[src/hdl/fsr_pkg.sv]
package fsr_pkg;

	localparam int SCREEN_WIDTH_DEF  = 128;
	localparam int SCREEN_HEIGHT_DEF = 64;
	localparam int STORE_DEPTH       = 1024;
	localparam int ADDR_W            = $clog2(STORE_DEPTH);
	localparam int IDX_W             = 15;
	localparam int D_W               = 12;
	localparam int C_W               = 10;

	typedef enum logic [2:0] {
		CMD_CLEAR,
		CMD_PIXEL,
		CMD_LINE,
		CMD_RECT,
		CMD_FILL_RECT,
		CMD_CIRCLE,
		CMD_FILL_CIRCLE,
		CMD_READ
	} cmd_t;

	typedef enum logic [1:0] {
		SOP_PLOT,
		SOP_CLEAR,
		SOP_READ
	} sop_t;

	typedef enum logic [1:0] {
		ST_CLR,
		ST_IDLE,
		ST_RMW
	} store_state_t;

	typedef enum logic [3:0] {
		S_IDLE,
		S_ISSUE,
		S_LOAD,
		S_LINE,
		S_NEXT,
		S_CIRC,
		S_CPLOT,
		S_CUPD,
		S_WAIT,
		S_DONE
	} seq_state_t;

	typedef struct packed {
		logic              valid;
		sop_t              op;
		logic [7:0]        x;
		logic [7:0]        y;
		logic [ADDR_W-1:0] index;
	} store_req_t;

	typedef struct packed {
		logic       ready;
		logic [7:0] rd_data;
	} store_stat_t;

	typedef struct packed {
		logic       load;
		logic       adv;
		logic [7:0] ax;
		logic [7:0] bx;
		logic [7:0] ay;
		logic [7:0] by;
	} line_ctl_t;

	typedef struct packed {
		logic [7:0] x;
		logic [7:0] y;
		logic       last;
	} line_pos_t;

endpackage

[src/hdl/fsr_line.sv]
module fsr_line (
	input  logic                clk,
	input  fsr_pkg::line_ctl_t  ctl,
	output fsr_pkg::line_pos_t  pos
);

	logic [7:0] x_q, y_q, bx_q, by_q, dx_q, dy_q;
	logic       sx_neg_q, sy_neg_q, steep_q;
	logic signed [fsr_pkg::D_W-1:0] d_q;

	logic signed [8:0] ddx, ddy;
	logic [7:0] adx, ady;
	logic signed [fsr_pkg::D_W-1:0] edx, edy, qdx, qdy, d_init, d_next;
	logic [7:0] x_next, y_next;
	logic step_x, step_y;

	always_comb begin
		ddx = $signed({1'b0, ctl.bx}) - $signed({1'b0, ctl.ax});
		ddy = $signed({1'b0, ctl.by}) - $signed({1'b0, ctl.ay});
		adx = ddx[8] ? 8'(-ddx) : ddx[7:0];
		ady = ddy[8] ? 8'(-ddy) : ddy[7:0];
		edx = $signed(fsr_pkg::D_W'(adx));
		edy = $signed(fsr_pkg::D_W'(ady));
		d_init = (ady < adx) ? (edy <<< 1) - edx : edy - (edx <<< 1);

		qdx = $signed(fsr_pkg::D_W'(dx_q));
		qdy = $signed(fsr_pkg::D_W'(dy_q));
		if (!steep_q) begin
			step_x = 1'b1;
			step_y = (d_q >= 0);
			d_next = d_q + (qdy <<< 1) - (step_y ? (qdx <<< 1) : fsr_pkg::D_W'(0));
		end else begin
			step_y = 1'b1;
			step_x = (d_q <= 0);
			d_next = d_q - (qdx <<< 1) + (step_x ? (qdy <<< 1) : fsr_pkg::D_W'(0));
		end
		x_next = step_x ? (sx_neg_q ? x_q - 8'd1 : x_q + 8'd1) : x_q;
		y_next = step_y ? (sy_neg_q ? y_q - 8'd1 : y_q + 8'd1) : y_q;

		pos.x    = x_q;
		pos.y    = y_q;
		pos.last = steep_q ? (y_q == by_q) : (x_q == bx_q);
	end

	always_ff @(posedge clk) begin
		if (ctl.load) begin
			x_q      <= ctl.ax;
			y_q      <= ctl.ay;
			bx_q     <= ctl.bx;
			by_q     <= ctl.by;
			dx_q     <= adx;
			dy_q     <= ady;
			sx_neg_q <= ddx[8];
			sy_neg_q <= ddy[8];
			steep_q  <= !(ady < adx);
			d_q      <= d_init;
		end else if (ctl.adv) begin
			x_q <= x_next;
			y_q <= y_next;
			d_q <= d_next;
		end
	end

endmodule

[config.mk]
export PLATFORM = sky130hd
export DESIGN_NAME = fsr_line
export DESIGN_NICKNAME = d
export VERILOG_FILES = /design/src/hdl/fsr_pkg.sv /design/src/hdl/fsr_line.sv
export SDC_FILE = /design/constraint.sdc
export NUM_CORES = 1
export LEC_CHECK = 0
export ABC_AREA = 1
export ABC_CLOCK_PERIOD_IN_PS = 3600
export BUFFER_PORTS_ARGS = -buffer_cell sky130_fd_sc_hd__buf_2
export CAP_MARGIN = 20
export CORE_MARGIN = 5
export CORE_UTILIZATION = 56
export CTS_CLUSTER_SIZE = 40
export DETAILED_ROUTE_END_ITERATION = 6
export PLACE_DENSITY_LB_ADDON = 0.3
export SYNTH_ARGS = -nofsm -noshare
export SYNTH_HDL_FRONTEND = slang
export SYNTH_SLANG_ARGS = --single-unit
[constraint.sdc]
create_clock -name clk -period 3.6 [get_ports clk]
set_input_delay 0.54 -clock clk [delete_from_list [all_inputs] [get_ports clk]]
set_output_delay 0.54 -clock clk [all_outputs]
set_load 0.02 [all_outputs]
==> results.md <==
* Number of flops mapped to enable cells by yosys at 63
* Die Y at 120 um
* Largest cells by area after synthesis: edfxtp_1, ha_1, nand2_1
* Worst r2r path cells at 23
* Core box area at 11900 um^2
* CP Launch Type: flip-flop
* CP arrival at 3.82 ns
* Final Max Slew Viols at 0
* Synthesized area at 6750 um^2
* Htree depth at 3
* Worst hold margin at 0.379 ns
* I/O pins at 52
* Hold WC Path Type: in2reg
* Wire per inst at 15.5 um
* Lkg Pwr at 4.51 nW
* Most frequent cells in the layout: nand2_1, inv_1, buf_4, nor2_1, edfxtp_1
* TritonCTS clock tree: yes
* Antenna viol nets, final at 0
* Type of destination of the critical path: flip-flop
* Number of global-route vias before repair at 6357
* Synth Flop Type: edfxtp_1
* Post-synthesis cell type count at 45
* CTS buffer count at 9
* Final period demand of the worst path at 3.74 ns
* Die area at 14300 um^2
* Setup TNS at -0.382 ns
* Period utilization at 104%
* Cells after Synth at 890
* Gr usage total at 25.4%
* Rel. slew slack at 46.6%
* Power density over the cells at 1020 nW/um^2
* Sequential share of the synthesized area at 28.0%
* Area leader, netlist: edfxtp_1
* Max_cap viols at 0
* Failing checks: negative setup slack
* Layout area overhead at 30.7%
* Row count at 40
* Diode count at 0
* Finished Cell Area at 8820 um^2
* Flop and latch count out of synthesis at 63
* RSZ-0062 raised after global routing: yes
* Share of cells above drive strength 1 at 31.4%
* Routability cong. at 0.940
* Met1 usage in global routing at 33.0%
* GRT met3 Usage at 4.05%
* Crit path required time at 3.69 ns
* Starting Density at 56.6%
* Detailed placement HPWL at 13400 um
* Fmax at 268 MHz
* Worst-Margin Slew at 0.801 ns
* Crit Path Max Fanout at 7
* Hold Fails Final Rpt at 0
* Mapped Nets at 1013
* Port buffer count at 51
* Final setup viols at 4
* Global route hottest layer: met2
* Largest net degree at the start of global routing at 61
* Setup ws final at -0.138 ns
* Count of nets after finishing at 1186
* Most common cell after layout, fill and taps aside: nand2_1
* Final Power at 8.98 mW
* Yosys top cell area share at 28.0%
* Area post-placement at 7950 um^2
* Final wirelength at 18800 um
* Global route total overflow at 0
* Vias at 6559
* Worst hold stages at 1
* Initial antenna violation count at 0
* Clock-pin transition on the worst setup and hold timing paths at 0.06 ns
* Number of synthesis warnings at 0
* Drt pass-1 iters at 5
* Root Buffer: clkbuf_16
* Clk_skew at 0.0101 ns
* Status: finished, violations left
* CP Class: reg2reg
* Mapped Avg Cell Area at 7.58 um^2
* Die width at 120 um
* DRC errors left at 0
* Clock sink count at 63
* Clk_lat worst skew at 0.34 ns
* Worst-case clock buffer depth at 2
* Iter 0 DRT Violations at 636
* First-pass GRT wire length at 29700 um
* Vias per cell at 5.40
* Async S/R FF share, synth at 0%
* VDD IR max at 482 uV
* Met2 Usage GRT at 43.4%
final timing paths:
path,slack (ns),endpoint,from
max,-0.14,d_q[10],d_q[10]
min,0.38,bx_q[0],ctl[16]
max reg2reg,-0.14,d_q[10],d_q[10]
min reg2reg,0.72,x_q[0],x_q[0]
per-stage QoR:
step / utilization (%) / instances / setup slack (ns)
floorplan: - / 890 / -0.0169
global placement: 66.8 / 1181 / -0.186
detailed placement: 66.8 / 1181 / -0.286
CTS: 71.1 / 1205 / -0.0319
global route: 74.0 / 1215 / -0.368
finish: 74.0 / 1215 / -0.138
synth_stat cells, types with 2 or more instances:
cell type and count:
a21o_1 3, a21oi_1 42, a21oi_2 6, a21oi_4 2, a22oi_1 2, a31oi_1 2
buf_2 2, clkbuf_1 6, edfxtp_1 63, fa_1 24, ha_1 64, inv_1 174
inv_2 6, nand2_1 191, nand2_2 23, nand2_4 6, nand3_1 47, nand3_2 9
nand3b_1 3, nand4_1 10, nor2_1 84, nor2_2 2, nor3_1 4, nor4_1 2
o2111ai_1 2, o21ai_0 37, o21ai_1 8, o22ai_1 3, o31ai_1 4, or2_2 6
xnor2_1 20, xor2_1 20
kinds of logic after synthesis:
kind of cell,synth area share (%)
buffers and inverters,10.9
AND/OR/NAND/NOR,26.2
AO/OA/AOI/OAI,10.4
flip-flops,28.0
XOR/XNOR,5.44
adder cells (fa/ha/maj),19.0
registers in the layout, summed over array words and instances, names as in the netlist:
| signal | cells |
|---|---|
| d_q | 12 |
| bx_q | 8 |
| by_q | 8 |
| dx_q | 8 |
| dy_q | 8 |
| x_q | 8 |
| y_q | 8 |
| steep_q | 1 |
| sx_neg_q | 1 |
| sy_neg_q | 1 |
cell type report:
cell class / instances / area [um^2]
multi-input cells: 637 / 4580
fillers: 845 / 3090
well taps: 147 / 184
clock buffers: 9 / 225
clock inverters: 7 / 50.0
flip-flops and latches: 63 / 1890
repair buffers: 171 / 1200
inverters: 181 / 687
critical path: stages (launching register included):
cell      delay [ns]
edfxtp_1        0.35
inv_1           0.12
ha_4            0.15
nand3_2         0.06
nor3_2          0.12
nand4_1         0.18
nand2_1         0.12
buf_6           0.15
buf_4           0.14
nand2_4         0.04
fa_1            0.51
inv_2           0.06
ha_4            0.27
buf_4           0.13
a31oi_4         0.10
o21ai_2         0.16
nand2_1         0.11
nand2_1         0.08
a21oi_1         0.07
nand2_1         0.10
o31ai_4         0.10
or2_4           0.25
nand2_2         0.06
nand2_1         0.05
where the power goes:
part	total [mW]	switching [mW]	leakage, nW	internal [mW]
clock network	0.802	0.338	0.129	0.465
logic	6.89	3.77	3.75	3.13
registers	1.28	0.183	0.629	1.10
total	8.98	4.29	4.51	4.69
routing by layer:
layer | vias up | part of all wire (%)
li1 | 3204 | -
met1 | 3045 | 42
met3 | 67 | 6.1
met4 | 0 | 3.6
met2 | 243 | 49
met5 | - | 0
what timing repair did:
item | 4_1_cts | 5_1_grt
setup endpoints to repair | 2 | 12
cloned | 0 | 1
pin swaps | 28 | 16
hold buffers | 0 | 0
setup buffers | 8 | 9
resized for setup | 47 | 57
Note: power is estimated with default switching activity, not from simulation.
